**config.mk**
```make
export PLATFORM = sky130hd
export DESIGN_NAME = pfra_merge
export DESIGN_NICKNAME = d
export VERILOG_FILES = /design/src/pfra_pkg.sv /design/src/pfra_merge.sv
export SDC_FILE = /design/constraint.sdc
export NUM_CORES = 1
export LEC_CHECK = 0
export ABC_AREA = 0
export BUFFER_PORTS_ARGS = -buffer_cell sky130_fd_sc_hd__buf_2
export CORE_MARGIN = 2
export CORE_UTILIZATION = 46
export DETAILED_ROUTE_END_ITERATION = 10
export GPL_TIMING_DRIVEN = 0
export PLACE_DENSITY = 0.82
export RECOVER_POWER = 100
export SYNTH_ARGS = -nofsm -noshare
export SYNTH_HDL_FRONTEND = slang
export SYNTH_SLANG_ARGS = --single-unit
```
**constraint.sdc**
```tcl
create_clock -name clock -period 4.4 [get_ports clock]
set_input_delay 0.22 -clock clock [delete_from_list [all_inputs] [get_ports clock]]
set_output_delay 0.22 -clock clock [all_outputs]
set_load 0.05 [all_outputs]
```
**src/pfra_pkg.sv**
```systemverilog
// Shared types and constants of the phase fit residual accumulator.
package pfra_pkg;

   // Field and datapath widths.
   localparam int BASIS_W     = 16;
   localparam int MEAS_W      = 16;
   localparam int COEF_W      = 32;
   localparam int STEP_W      = 16;
   localparam int MULT_W      = BASIS_W + COEF_W;
   localparam int PHASE_W     = 30;
   localparam int ANGLE_W     = 16;
   localparam int TAB_W       = 15;
   localparam int COS_W       = 16;
   localparam int ERR_W       = 17;
   localparam int SQ_W        = 32;
   localparam int PAIR_W      = SQ_W + 1;
   localparam int SUM_W       = 48;
   localparam int NUM_COEF    = 7;
   localparam int CSR_INDEX_W = 3;
   localparam int CSR_DATA_W  = 32;

   // Register index of the frame phase step; indexes below it select a coefficient.
   localparam logic [CSR_INDEX_W-1:0] CSR_PHASE_STEP = CSR_INDEX_W'(NUM_COEF);

   // Fixed point constants for building the cosine table (Q30).
   localparam longint Q30_ONE     = 64'sd1 <<< 30;
   localparam longint HALF_PI_Q30 = 64'sd1686629713;

   // One pixel transaction.
   typedef struct packed {
      logic signed [BASIS_W-1:0] basis_0;
      logic signed [BASIS_W-1:0] basis_1;
      logic signed [BASIS_W-1:0] basis_2;
      logic signed [BASIS_W-1:0] basis_3;
      logic signed [BASIS_W-1:0] basis_4;
      logic signed [BASIS_W-1:0] basis_5;
      logic signed [BASIS_W-1:0] basis_6;
      logic signed [MEAS_W-1:0]  meas_first;
      logic signed [MEAS_W-1:0]  meas_second;
      logic                      last_pixel;
   } req_payload_type;

   // One frame result transaction.
   typedef struct packed {
      logic [SUM_W-1:0] fitness;
      logic             saturated;
   } rsp_payload_type;

   // Per pixel side data that travels along the pipeline.
   typedef struct packed {
      logic signed [MEAS_W-1:0] meas_first;
      logic signed [MEAS_W-1:0] meas_second;
      logic                     last_pixel;
   } pipe_ctrl_type;

endpackage

```
**src/pfra_merge.sv**
```systemverilog
// Merge stage: adds the lane products modulo one turn and yields the binary angle.
module pfra_merge #(
   parameter int TERMS = 7
) (
   input  logic                                clock,
   input  logic                                enable,
   input  logic [pfra_pkg::PHASE_W-1:0]        prod [TERMS],
   output logic [pfra_pkg::ANGLE_W-1:0]        angle
);

   logic [pfra_pkg::PHASE_W-1:0] sum_in;
   logic [pfra_pkg::PHASE_W-1:0] sum_ff;

   // The sum wraps naturally at one turn.
   always_comb begin
      sum_in = '0;
      for (int j = 0; j < TERMS; j++) begin
         sum_in = sum_in + prod[j];
      end
   end

   always_ff @(posedge clock) begin
      if (enable) begin
         sum_ff <= sum_in;
      end
   end

   // The angle is the top bits of the turn, found by truncation.
   assign angle = sum_ff[pfra_pkg::PHASE_W-1 -: pfra_pkg::ANGLE_W];

endmodule

```
==> summary.md <==
| Metric | Value |
|---|---|
| First-pass GRT wire length | `19350 um` |
| Run status | `finished clean` |
| IO buf count | `227` |
| Pwr dens | `673.4 nW/um^2` |
| Routed WL per cell | `11.76 um` |
| Dominant cell type by area after synthesis | `fa_1` |
| Largest net degree at the start of global routing | `17` |
| Vias | `4338` |
| Syn-to-layout area delta | `28.86%` |
| Commonest non-fill, non-tap cell in the layout | `inv_1` |
| Initial Util | `46.64%` |
| Drt pass-1 iters | `4` |
| CTS max path bufs | `2` |
| RSZ-0062 raised after global routing | `true` |
| Multi-input combinational cell area | `4076 um^2` |
| Slew HR | `31.61%` |
| Max FO, Critical Path | `7` |
| Max Freq | `231.8 MHz` |
| Layout Cells excl Fill | `973` |
| Worst hold start | `prod[59]` |
| Vias in the first global route | `4827` |
| Die Y | `113.7 um` |
| Max reg flops | `16` |
| Clock sinks | `16` |
| # fillers | `1037` |
| Endpoint class of the critical path | `flip-flop` |
| Fin. Hold Viols | `0` |
| Synthesized instance count | `589` |
| Max cap viols | `0` |
| Startpoint class of the critical path | `primary input` |
| Slew Limit Fails | `0` |
| M2 GR Usage | `37.96%` |
| Yosys reg bits | `16` |
| Met3 usage | `3.773%` |
| Fin nets | `1209` |
| # placed instances | `963` |
| Worst hold path type | `in2reg` |
| Syn Area/Cell | `9.391 um^2` |
| Setup CP Type | `in2reg` |
| Worst vdd ir | `0.3365 mV` |
| Share of cells above drive strength 1 | `30.75%` |
| H-tree levels | `1` |
| Busiest grt layer | `met2` |
| Setup violators final | `0` |
| Ys Warns | `0` |
| GRT met1 Usage | `19.18%` |
| Worst setup path startpoint | `prod[105]` |
| Hold depth | `5` |
| CP Data Required Time | `4.39 ns` |
| TritonCTS clock tree | `yes` |
| Routed WL | `11440 um` |
| Register area | `480.5 um^2` |
| Core Footprint | `11860 um^2` |
| Drt drc | `0` |
| Clock-pin slew on the worst setup and hold paths | `0.06 ns` |
| Die area | `12920 um^2` |
| Final HPWL DP | `10650 um` |
| Syn nets | `971` |
| Tcrit/Tclk final | `98.06%` |
| Most flops, register | `sum_ff` |
| Synth Cell Area | `5532 um^2` |
| GRT Residual Overflow | `0` |
| Worst setup endpoint | `sum_ff[26]$_DFFE_PP_` |
| I/O pin cnt | `228` |
| Chip Width | `113.7 um` |
| Worst-Margin Slew | `1.026 ns` |
| Min Tclk post-route | `4.314 ns` |
| Biggest regs | `sum_ff: 16 flops` |
| Vias per Instance | `4.458` |
| Pleak | `0.004214 uW` |
| Core Rows | `40` |
| Commonest non-fill, non-tap cells in the layout | `inv_1 (291), buf_2 (208), fa_1 (140)` |
| Share of the synthesized area in the top cell type | `51.03%` |
| Root buf cell | `clkbuf_16` |
| GR Util All Layers | `18.49%` |
| Post-synthesis sequential area ratio | `8.686%` |
| Initial antenna violation count | `0` |
| Ranking of synthesized cells by area | `fa_1 (51%), inv_1 (20%), edfxtp_1 (8.7%)` |
| Antenna viol nets, final | `0` |
| Pre-CTS setup slack | `-0.4552 ns` |
| Setup ws final | `0.08553 ns` |
| Routability congestion estimate | `0.7894` |
| Arrival time worst endpoint | `4.31 ns` |
| DR iter-0 viols | `84` |
| Number of buffers created by CTS | `3` |
| N_diodes | `0` |
| Netlist cell types | `39` |
[cells by family after synthesis]
kind of cell    after synthesis  synth area share, %
xor+xnor                     24                3.800
flops                        16                8.686
fa+ha+maj                   170                57.59
compound gates               48                6.582
buf+inv                     300                20.36
simple gates                 31                2.986
[Yosys cell counts]
cell       number
nand4_1         5
a2bb2oi_1       1
nand3_1         2
nand2b_1        2
nor3_1          2
a21boi_1        1
nor4_1          1
o21ai_1         3
or2_2           2
a211oi_1        2
o311ai_2        1
a21oi_2         3
fa_1          141
and2b_1         1
nand2_1         5
inv_1         300
o21ai_0         3
a2111oi_0       2
a21o_1          9
nor2_1          7
o311ai_1        1
o21bai_1        1
a311o_1         1
a221o_1         1
and3_1          2
and4_1          2
xor2_1          5
o311a_1         1
o211ai_1        1
a21oi_1         9
o41ai_2         1
ha_1           29
o2111ai_1       1
a41o_1          1
o31ai_1         2
edfxtp_1       16
o21ai_2         1
xnor2_1        19
a211o_1         2
[report_power, final]
part / switching, uW / total [uW] / internal [uW]
Combinational: 2330 / 4190 / 1850
Sequential: 21.4 / 427 / 406
Clock: 64.4 / 185 / 121
Total: 2420 / 4800 / 2380
[worst max-delay path: stages]
cell	delay, ns
buf_2	0.08
inv_1	0.05
fa_1	0.53
inv_1	0.06
fa_1	0.52
inv_1	0.07
fa_1	0.47
fa_1	0.50
inv_1	0.07
ha_4	0.24
and4_4	0.19
a21o_1	0.21
o311a_4	0.38
a21oi_4	0.17
buf_6	0.13
o211ai_1	0.10
buf_4	0.17
xor2_2	0.14
[area by class of cell]
| class | instances | area share, % |
|---|---|---|
| multi-input cells | 273 | 57.19 |
| repair buffers | 233 | 16.55 |
| inverters | 300 | 15.83 |
| flip-flops and latches | 16 | 6.740 |
| well taps | 147 | 2.580 |
| clock buffers | 3 | 1.053 |
| clock inverters | 1 | 0.05266 |
[how the worst min path moves through the flow]
| stage | to | slack, ns |
|---|---|---|
| after floorplan | sum_ff[14]$_DFFE_PP_ | 0.33 |
| after global placement | sum_ff[24]$_DFFE_PP_ | 0.70 |
| after detailed placement | sum_ff[24]$_DFFE_PP_ | 0.70 |
| after CTS | sum_ff[24]$_DFFE_PP_ | 0.44 |
| after global routing | sum_ff[29]$_DFFE_PP_ | 0.68 |
| final | sum_ff[29]$_DFFE_PP_ | 0.64 |
[what timing repair did]
item                       CTS  global route
gates resized for setup     11            28
pin swaps                    6            23
setup endpoints to repair    5            12
buffers inserted             1             5
hold buffers                 0             0
hold endpoints to repair     0             0
[metrics by stage]
| stage | power (uW) | instance area (um^2) | util [%] | TNS [ns] | hold WS [ns] |
|---|---|---|---|---|---|
| 3_3_place_gp | 4015 | 6852 | 57.76 | -3.383 | 0.6972 |
| 3_5_place_dp | 4124 | 6852 | 57.76 | -3.521 | 0.7009 |
| 2_1_floorplan | 3285 | 5532 | - | 0 | 0.3325 |
| 6_report | 4800 | 7128 | 60.09 | 0 | 0.6388 |
| 5_1_grt | 5353 | 7128 | 60.09 | -0.1875 | 0.6751 |
| 4_1_cts | 4515 | 6995 | 58.98 | 0 | 0.4435 |
[per-layer routing]
layer / wire, um / up-vias
li1: - / 2092
met3: 949 / 10
met1: 3956 / 2069
met5: 0 / -
met4: 134 / 0
met2: 6399 / 167
Note: power is estimated with default switching activity, not from simulation.
