<file path="config.mk">
export PLATFORM = sky130hd
export DESIGN_NAME = pfra_lane
export DESIGN_NICKNAME = d
export VERILOG_FILES = /design/src/pfra_pkg.sv /design/src/pfra_lane.sv
export SDC_FILE = /design/constraint.sdc
export NUM_CORES = 1
export LEC_CHECK = 0
export BUFFER_PORTS_ARGS = -buffer_cell sky130_fd_sc_hd__buf_4
export CAP_MARGIN = 20
export CORE_UTILIZATION = 55
export DETAILED_ROUTE_END_ITERATION = 6
export PLACE_DENSITY = 0.73
export REMOVE_ABC_BUFFERS = 1
export SLEW_MARGIN = 20
export SYNTH_ARGS = -nofsm -noshare
export SYNTH_HDL_FRONTEND = slang
export SYNTH_SLANG_ARGS = --single-unit
</file>
<file path="constraint.sdc">
create_clock -name clock -period 19.5 [get_ports clock]
set_input_delay 2.925 -clock clock [delete_from_list [all_inputs] [get_ports clock]]
set_output_delay 2.925 -clock clock [all_outputs]
set_load 0.1 [all_outputs]
</file>
<file path="src/pfra_pkg.sv">
// Shared types and constants of the phase fit residual accumulator.
package pfra_pkg;

   // Field and datapath widths.
   localparam int BASIS_W     = 16;
   localparam int MEAS_W      = 16;
   localparam int COEF_W      = 32;
   localparam int STEP_W      = 16;
   localparam int MULT_W      = BASIS_W + COEF_W;
   localparam int PHASE_W     = 30;
   localparam int ANGLE_W     = 16;
   localparam int TAB_W       = 15;
   localparam int COS_W       = 16;
   localparam int ERR_W       = 17;
   localparam int SQ_W        = 32;
   localparam int PAIR_W      = SQ_W + 1;
   localparam int SUM_W       = 48;
   localparam int NUM_COEF    = 7;
   localparam int CSR_INDEX_W = 3;
   localparam int CSR_DATA_W  = 32;

   // Register index of the frame phase step; indexes below it select a coefficient.
   localparam logic [CSR_INDEX_W-1:0] CSR_PHASE_STEP = CSR_INDEX_W'(NUM_COEF);

   // Fixed point constants for building the cosine table (Q30).
   localparam longint Q30_ONE     = 64'sd1 <<< 30;
   localparam longint HALF_PI_Q30 = 64'sd1686629713;

   // One pixel transaction.
   typedef struct packed {
      logic signed [BASIS_W-1:0] basis_0;
      logic signed [BASIS_W-1:0] basis_1;
      logic signed [BASIS_W-1:0] basis_2;
      logic signed [BASIS_W-1:0] basis_3;
      logic signed [BASIS_W-1:0] basis_4;
      logic signed [BASIS_W-1:0] basis_5;
      logic signed [BASIS_W-1:0] basis_6;
      logic signed [MEAS_W-1:0]  meas_first;
      logic signed [MEAS_W-1:0]  meas_second;
      logic                      last_pixel;
   } req_payload_type;

   // One frame result transaction.
   typedef struct packed {
      logic [SUM_W-1:0] fitness;
      logic             saturated;
   } rsp_payload_type;

   // Per pixel side data that travels along the pipeline.
   typedef struct packed {
      logic signed [MEAS_W-1:0] meas_first;
      logic signed [MEAS_W-1:0] meas_second;
      logic                     last_pixel;
   } pipe_ctrl_type;

endpackage

</file>
<file path="src/pfra_lane.sv">
// One phase lane: basis value times coefficient, reduced to one turn and registered.
module pfra_lane (
   input  logic                                  clock,
   input  logic                                  enable,
   input  logic signed [pfra_pkg::BASIS_W-1:0]   basis,
   input  logic signed [pfra_pkg::COEF_W-1:0]    coef,
   output logic        [pfra_pkg::PHASE_W-1:0]   prod
);

   logic signed [pfra_pkg::MULT_W-1:0] full_prod;
   logic        [pfra_pkg::PHASE_W-1:0] prod_ff;

   // Full signed product; only the bits below one turn are kept.
   assign full_prod = pfra_pkg::MULT_W'(basis) * pfra_pkg::MULT_W'(coef);

   always_ff @(posedge clock) begin
      if (enable) begin
         prod_ff <= full_prod[pfra_pkg::PHASE_W-1:0];
      end
   end

   assign prod = prod_ff;

endmodule

</file>
==> reports/metrics.yaml, run 1 <==
cells_and_area:
  largest_register_ffs: 30
  multi_input_area_um2: 9520
  n_fill_cell: 1857
  diodes: 0
  fin_area_um2: 12800
  drive_above_1_share_pct: 6.49
  syn2layout_area_growth_pct: 7.09
  seqCellArea_um2: 901
  final_nets: 1784
timing:
  fmax_mhz: 117
  max-slew-margin-rel_pct: 68.6
  period_share_pct: 44.0
  setup-tns-final_ns: 0
  maxSlewViolCount: 0
  rsz0062_at_grt: "false"
  fin_crit_ns: 8.57
  setup_viol: 0
  hold_viol: 0
  tightest_slew_ns: 0.467
  timing.hold.ws_ns: 3.09
setup_path:
  endpoint_kind: "register"
  critPathKind: "input port to register"
  crit_chain: "buf_4 -> nand2_1 -> fa_1 -> fa_1 -> inv_1 -> fa_1 -> fa_1 -> fa_1 -> inv_1 -> fa_1 -> inv_1 -> ha_1 -> a21oi_2 -> o21ai_0 -> a22o_1 -> a31o_4 -> a311o_1 -> a31oi_1 -> xnor2_1"
  cpMostUsedCell: "fa_1"
  crit_path_max_fanout: 29
  start_kind: "input port"
  crit_required_ns: 19.52
  cp_slowest_cell: "fa_1"
  critPathArrivalTime_ns: 8.59
  critical-path-max-stage-delay_ns: 0.55
synthesis:
  yosysTopAreaCell: "fa_1"
  async_flop_share_pct: 0
  dominantRegCellSynth: "edfxtp_1"
  syn_area_um2: 12000
  ys_warn_count: 0
  synth_area_leaders: "fa_1, inv_1, ha_1, edfxtp_1, and2_1"
  synthMostInstantiatedCell: "inv_1"
  yosysTopAreaCellShare_pct: 46.1
  synth-edff-count: 30
  synth-seq-cells: 30
  ys_seq_area_share_pct: 7.52
  syn_area_per_cell_um2: 8.92
  syn_inst: 1343
  yosys.cell_types.count: 41
  ys_top_cells_by_count: "inv_1, fa_1, nand2_1"
routing:
  post_drt_wl_per_cell_um: 16.8
  viasPerCell: 5.30
  wl_um: 27700
  vias: 8719
  drtIter0Drc: 457
  dr.pass1.iters: 5
  drcViolationCount: 0
  ant_nets: 0
flow_run:
  maxCapViolations: 0
clock_tree:
  numCtsBuffers: 5
  root_buffer: "clkbuf_16"
  cts_tree: "built"
  holdBufCountCts: 0
  cts_sinks: 30
  cts_buffer_depth: 2
  htree_levels: 2
  cts_resized: 0
  cts_setup_buffers: 0
  clk_pin_slew_worst_paths_ns: 0.05
floorplanning:
  core_area_um2: 21200
  dieWidth_um: 150
  die-area_um2: 22400
  die_height_um: 150
  start_util_pct: 56.5
  fp-row-count: 53
  ioPinCount: 80
grt:
  grt_pass1_wl_um: 46100
  grt_start_max_net_pins: 31
  antenna_found_initial: 0
  grt_usage_pct: 26.9
  grt_pass1_vias: 9415
  overflow: 0
run_status:
  status: "complete, no violations"
place:
  dp_hpwl_um: 21700
  port_buffers: 77
  dpl_cell_area_um2: 12700
  gp_congestion: 0.860
worst_hold_path:
  min_path_type: "input port to register"
-- critical path: cells and delay by family --
family / cells / cell delay [ns]
compound gates: 6 / 1.44
buf+inv: 4 / 0.48
xor+xnor: 1 / 0.09
simple gates: 1 / 0.16
fa+ha+maj: 7 / 3.48
-- worst paths after layout --
check	start	end	slack, ns	depth (start not counted)
min	enable	prod[28]	3.09	1
max	basis[1]	prod[28]	10.93	19
-- final cells by class --
cell class	instances	share of cell area, %
clock inverter	3	0.127
inverter	360	10.5
multi-input combinational	896	74.2
timing repair buffer	77	4.50
sequential	30	7.02
tap	275	2.68
clock buffer	5	0.975
-- logic make-up (layout without fill, tap and decap cells) --
| logic type | count (synthesis) | count (layout) | synth area share, % |
|---|---|---|---|
| xor gates and xnor gates | 52 | 52 | 3.80 |
| muxes | 1 | 1 | 0.0835 |
| adders and majority gates | 364 | 364 | 55.3 |
| DFF | 30 | 30 | 7.52 |
| buffers and inverters | 417 | 445 | 13.1 |
| AOI/OAI and AO/OA | 75 | 75 | 4.26 |
| and+or+nand+nor | 404 | 404 | 16.0 |
-- placed cells by master, fill, tap and decap left out, drive strengths merged, types with 11 or more instances in the layout --
master / count
a21oi: 24
and2: 139
buf: 77
edfxtp: 30
fa: 276
ha: 88
inv: 359
nand2: 219
nor2: 21
o21ai: 15
xnor2: 41
xor2: 11
-- stage by stage --
stage	util, %	setup slack, ns	std cells
finish	60.5	10.93	1646
floorplan	-	11.45	1286
CTS	60.5	10.99	1646
global placement	59.8	10.81	1638
global route	60.5	10.73	1646
detailed placement	59.8	10.71	1638
-- routing by layer --
metal | global-route usage [%] | up-vias | share of wire, %
met5 | 0 | - | 0
met4 | 7.35 | 0 | 2.2
met3 | 3.02 | 55 | 5.3
met2 | 48.8 | 275 | 53
met1 | 33.9 | 4475 | 40
li1 | - | 3914 | -
Power of run 1 is left out: the tool's default activity adds up to more than one toggle a clock period on the data nets, which glitch-free logic cannot reach.
==> inputs of run 2 (changes only) <==
Clock period 19.5 ns to 8.83 ns, I/O delays scaled along.
==> reports/metrics.yaml, run 2 (same netlist as run 1, synthesis figures left out) <==
run_status:
  status: "complete, no violations"
setup_path:
  critPathKind: "input port to register"
  start_kind: "input port"
  crit_chain: "buf_4 -> nand2_1 -> fa_1 -> fa_1 -> inv_1 -> fa_1 -> fa_1 -> fa_1 -> inv_1 -> fa_1 -> inv_1 -> ha_1 -> a21oi_2 -> o21ai_0 -> a22o_1 -> a31o_4 -> a41oi_1 -> a311oi_1 -> xor2_1"
  crit_path_max_fanout: 29
  critPathBufInv: 4
  critPathArrivalTime_ns: 6.88
  endpoint_kind: "register"
  crit_required_ns: 8.84
  critical-path-max-stage-delay_ns: 0.55
  cpMostUsedCell: "fa_1"
  cp_slowest_cell: "fa_1"
  crit_family: "adder cells"
cells_and_area:
  fin_area_um2: 12800
  seqCellArea_um2: 901
  final_common_cell: "inv_1"
  multi_input_area_um2: 9520
  n_fill_cell: 1885
  fin_util_pct: 60.5
  final_nets: 1784
  largest_register_ffs: 30
  syn2layout_area_growth_pct: 7.09
  drive_above_1_share_pct: 6.49
  diodes: 0
  layout_common_cells: "inv_1, fa_1, nand2_1"
  fin_cells: 1646
clock_tree:
  holdBufCountCts: 0
  cts_tree: "built"
  cts_buffer_depth: 2
  htree_levels: 2
  numCtsBuffers: 5
  cts_resized: 0
  cts_sinks: 30
  root_buffer: "clkbuf_16"
  cts_setup_buffers: 0
  clk_pin_slew_worst_paths_ns: 0.05
floorplanning:
  core_area_um2: 21200
  fp-row-count: 53
  start_util_pct: 56.5
  die_height_um: 150
  ioPinCount: 80
  dieWidth_um: 150
  die-area_um2: 22400
place:
  dp.cells: 1638
  port_buffers: 77
  dp_hpwl_um: 22300
  gp_congestion: 0.830
  dpl_cell_area_um2: 12700
worst_hold_path:
  min_path_type: "input port to register"
timing:
  fmax_mhz: 146
  setup-tns-final_ns: 0
  rsz0062_at_grt: "false"
  fin_crit_ns: 6.87
  max-slew-margin-rel_pct: 67.3
  tightest_slew_ns: 0.487
  period_share_pct: 77.8
  hold_viol: 0
  setup_viol: 0
  maxSlewViolCount: 0
grt:
  grt_pass1_wl_um: 46800
  grt_start_max_net_pins: 31
  grt_pass1_vias: 9526
  antenna_found_initial: 0
  overflow: 0
  grt_usage_pct: 27.6
routing:
  viasPerCell: 5.35
  vias: 8803
  ant_nets: 0
  drtIter0Drc: 445
  drcViolationCount: 0
  dr.pass1.iters: 5
  post_drt_wl_per_cell_um: 17.3
  wl_um: 28400
flow_run:
  maxCapViolations: 0
[run 2: stage by stage]
step / setup slack (ns) / hold WS, ns
floorplan: 2.38 / 1.44
global placement: 1.77 / 1.78
detailed placement: 1.70 / 1.78
CTS: 2.00 / 1.49
global route: 1.71 / 1.50
finish: 1.96 / 1.49
[run 2: worst paths after layout]
| kind | cells after the start | slack (ns) | startpoint | to |
|---|---|---|---|---|
| max | 19 | 1.96 | basis[1] | prod[26] |
| min | 1 | 1.49 | enable | prod[27] |
[run 2: area by class of cell]
cell class | count | area share (%)
multi-input cells | 896 | 74.2
inverters | 360 | 10.5
flip-flops and latches | 30 | 7.02
repair buffers | 77 | 4.50
well taps | 275 | 2.68
clock buffers | 5 | 0.975
clock inverters | 3 | 0.127
[run 2: routing by layer]
metal  track usage (%)  share of wire, %  wire length [um]
met1              33.9                39             11000
met2              48.7                52             14800
met3              4.02               5.8              1640
met4              10.9               3.6              1020
met5                 0                 0                 0
Power of run 2 is left out for the same reason.
==> inputs of run 3 (changes only) <==
Settings changed: ABC_AREA from default to 1, PLACE_DENSITY 0.73 to 0.76.
Clock period 8.83 ns to 5.57 ns, I/O delays scaled along.
==> reports/metrics.yaml, run 3 <==
timing:
  maxSlewViolCount: 0
  setup_viol: 16
  period_share_pct: 106
  fmax_mhz: 170
  fin_ws_ns: -0.314
  tightest_slew_ns: 0.500
  hold_viol: 0
  max-slew-margin-rel_pct: 66.5
  rsz0062_at_grt: "true"
  fin_crit_ns: 5.88
  timing.hold.ws_ns: 1.02
setup_path:
  crit_required_ns: 5.60
  crit_path_start: "basis[4]"
  critPathArrivalTime_ns: 5.92
  cp-endpoint: "prod[23]"
  start_kind: "input port"
  endpoint_kind: "register"
  critPathKind: "input port to register"
  crit_path_max_fanout: 19
routing:
  wl_um: 42500
  viasPerCell: 5.50
  ant_nets: 0
  vias: 11928
  dr.pass1.iters: 7
  drtIter0Drc: 1050
  drcViolationCount: 2
  post_drt_wl_per_cell_um: 19.6
worst_hold_path:
  min_path_type: "input port to register"
  hold_depth: 1
grt:
  overflow: 0
  antenna_found_initial: 0
  grt_pass1_vias: 11839
  grt_start_max_net_pins: 31
  grt_usage_pct: 29.3
  grt_pass1_wl_um: 54600
floorplanning:
  ioPinCount: 80
  dieWidth_um: 154
  die-area_um2: 23700
  core_area_um2: 22600
  die_height_um: 154
  fp-row-count: 55
  start_util_pct: 56.1
clock_tree:
  htree_levels: 2
  holdBufCountCts: 0
  cts_buffer_depth: 2
  numCtsBuffers: 5
  root_buffer: "clkbuf_16"
  cts_sinks: 30
  clk_pin_slew_worst_paths_ns: 0.05
  cts_tree: "built"
cells_and_area:
  final_nets: 2295
  fin_cells: 2167
  syn2layout_area_growth_pct: 31.5
  fin_util_pct: 73.8
  layout_common_cells: "inv_1, nand2_1, fa_1"
  diodes: 0
  n_fill_cell: 1414
  fin_area_um2: 16700
  final_common_cell: "inv_1"
  largest_register_ffs: 30
  drive_above_1_share_pct: 27.4
run_status:
  status: "finished, violations left"
  violations: "design-rule violations, negative setup slack"
synthesis:
  async_flop_share_pct: 0
  ys_warn_count: 0
  dominantRegCellSynth: "edfxtp_1"
  syn_inst: 1649
  syn_area_um2: 12700
  synth-edff-count: 30
  yosysTopAreaCellShare_pct: 43.5
  synthMostInstantiatedCell: "inv_1"
  synth_area_leaders: "fa_1, inv_1, nand2_1, ha_1, edfxtp_1"
  ys_seq_area_share_pct: 7.09
  synth-seq-cells: 30
  syn_area_per_cell_um2: 7.71
  ys_top_cells_by_count: "inv_1, nand2_1, fa_1"
  yosys.cell_types.count: 37
  yosysTopAreaCell: "fa_1"
place:
  port_buffers: 77
  gp_congestion: 0.899
  dp_hpwl_um: 26600
  dpl_cell_area_um2: 14700
  dp.cells: 2118
flow_run:
  maxCapViolations: 0
## run 3: kinds of logic (layout without fill, tap and decap cells)
group | count (synthesis) | in the layout | synth area share (%)
adder cells (fa/ha/maj) | 364 | 364 | 52.1
flip-flops | 30 | 30 | 7.09
XOR/XNOR | 30 | 30 | 2.07
AND/OR/NAND/NOR | 546 | 546 | 17.1
buffers and inverters | 620 | 853 | 18.8
AO/OA/AOI/OAI | 59 | 59 | 2.78
## run 3: stage by stage
stage | setup TNS [ns] | worst slack (ns)
after floorplan | -0.165 | -0.102
after global placement | -8.70 | -0.559
after detailed placement | -9.97 | -0.666
after CTS | -0.755 | -0.104
after global routing | -6.52 | -0.555
final | -3.53 | -0.314
## run 3: worst max-delay path: stages
cell     delay [ns]
buf_12         0.14
nand2_1        0.11
fa_1           0.54
fa_1           0.51
inv_2          0.04
fa_1           0.55
inv_2          0.04
fa_1           0.60
fa_2           0.49
fa_1           0.57
inv_2          0.07
ha_4           0.28
a21oi_4        0.28
o21ai_4        0.12
a21oi_2        0.16
buf_4          0.13
nand3_4        0.10
nand3_2        0.09
nand2_2        0.06
xor2_1         0.15
## run 3: repair_timing
item	CTS	global route
cloned	0	10
pin swaps	39	120
endpoints found under the setup margin	18	19
setup buffers	2	30
resized for setup	113	236
## run 3: per-layer routing
layer / wire length [um] / global-route usage, % / vias to the layer above / part of all wire [%]
li1: - / - / 5063 / -
met1: 13800 / 33.3 / 5779 / 33
met2: 21200 / 55.5 / 785 / 50
met3: 3660 / 2.40 / 301 / 8.6
met4: 3780 / 13.7 / 0 / 8.9
met5: 0 / 0 / - / 0
## run 3: worst min path at each step
stage / end / from / slack (ns)
floorplan: prod[0] / enable / 0.95
global placement: prod[3] / enable / 1.29
detailed placement: prod[5] / enable / 1.30
CTS: prod[2] / enable / 1.02
global route: prod[3] / enable / 1.03
finish: prod[5] / enable / 1.02
## run 3: layout make-up
type                    count  area [um2]  area share (%)
flip-flops and latches     30         901            5.39
inverters                 552        2100            12.5
repair buffers            293        2810            16.8
clock inverters             2        8.76          0.0524
clock buffers               6         129           0.771
well taps                 285         357            2.13
multi-input cells         999       10400            62.3
Power of run 3 is left out for the same reason.
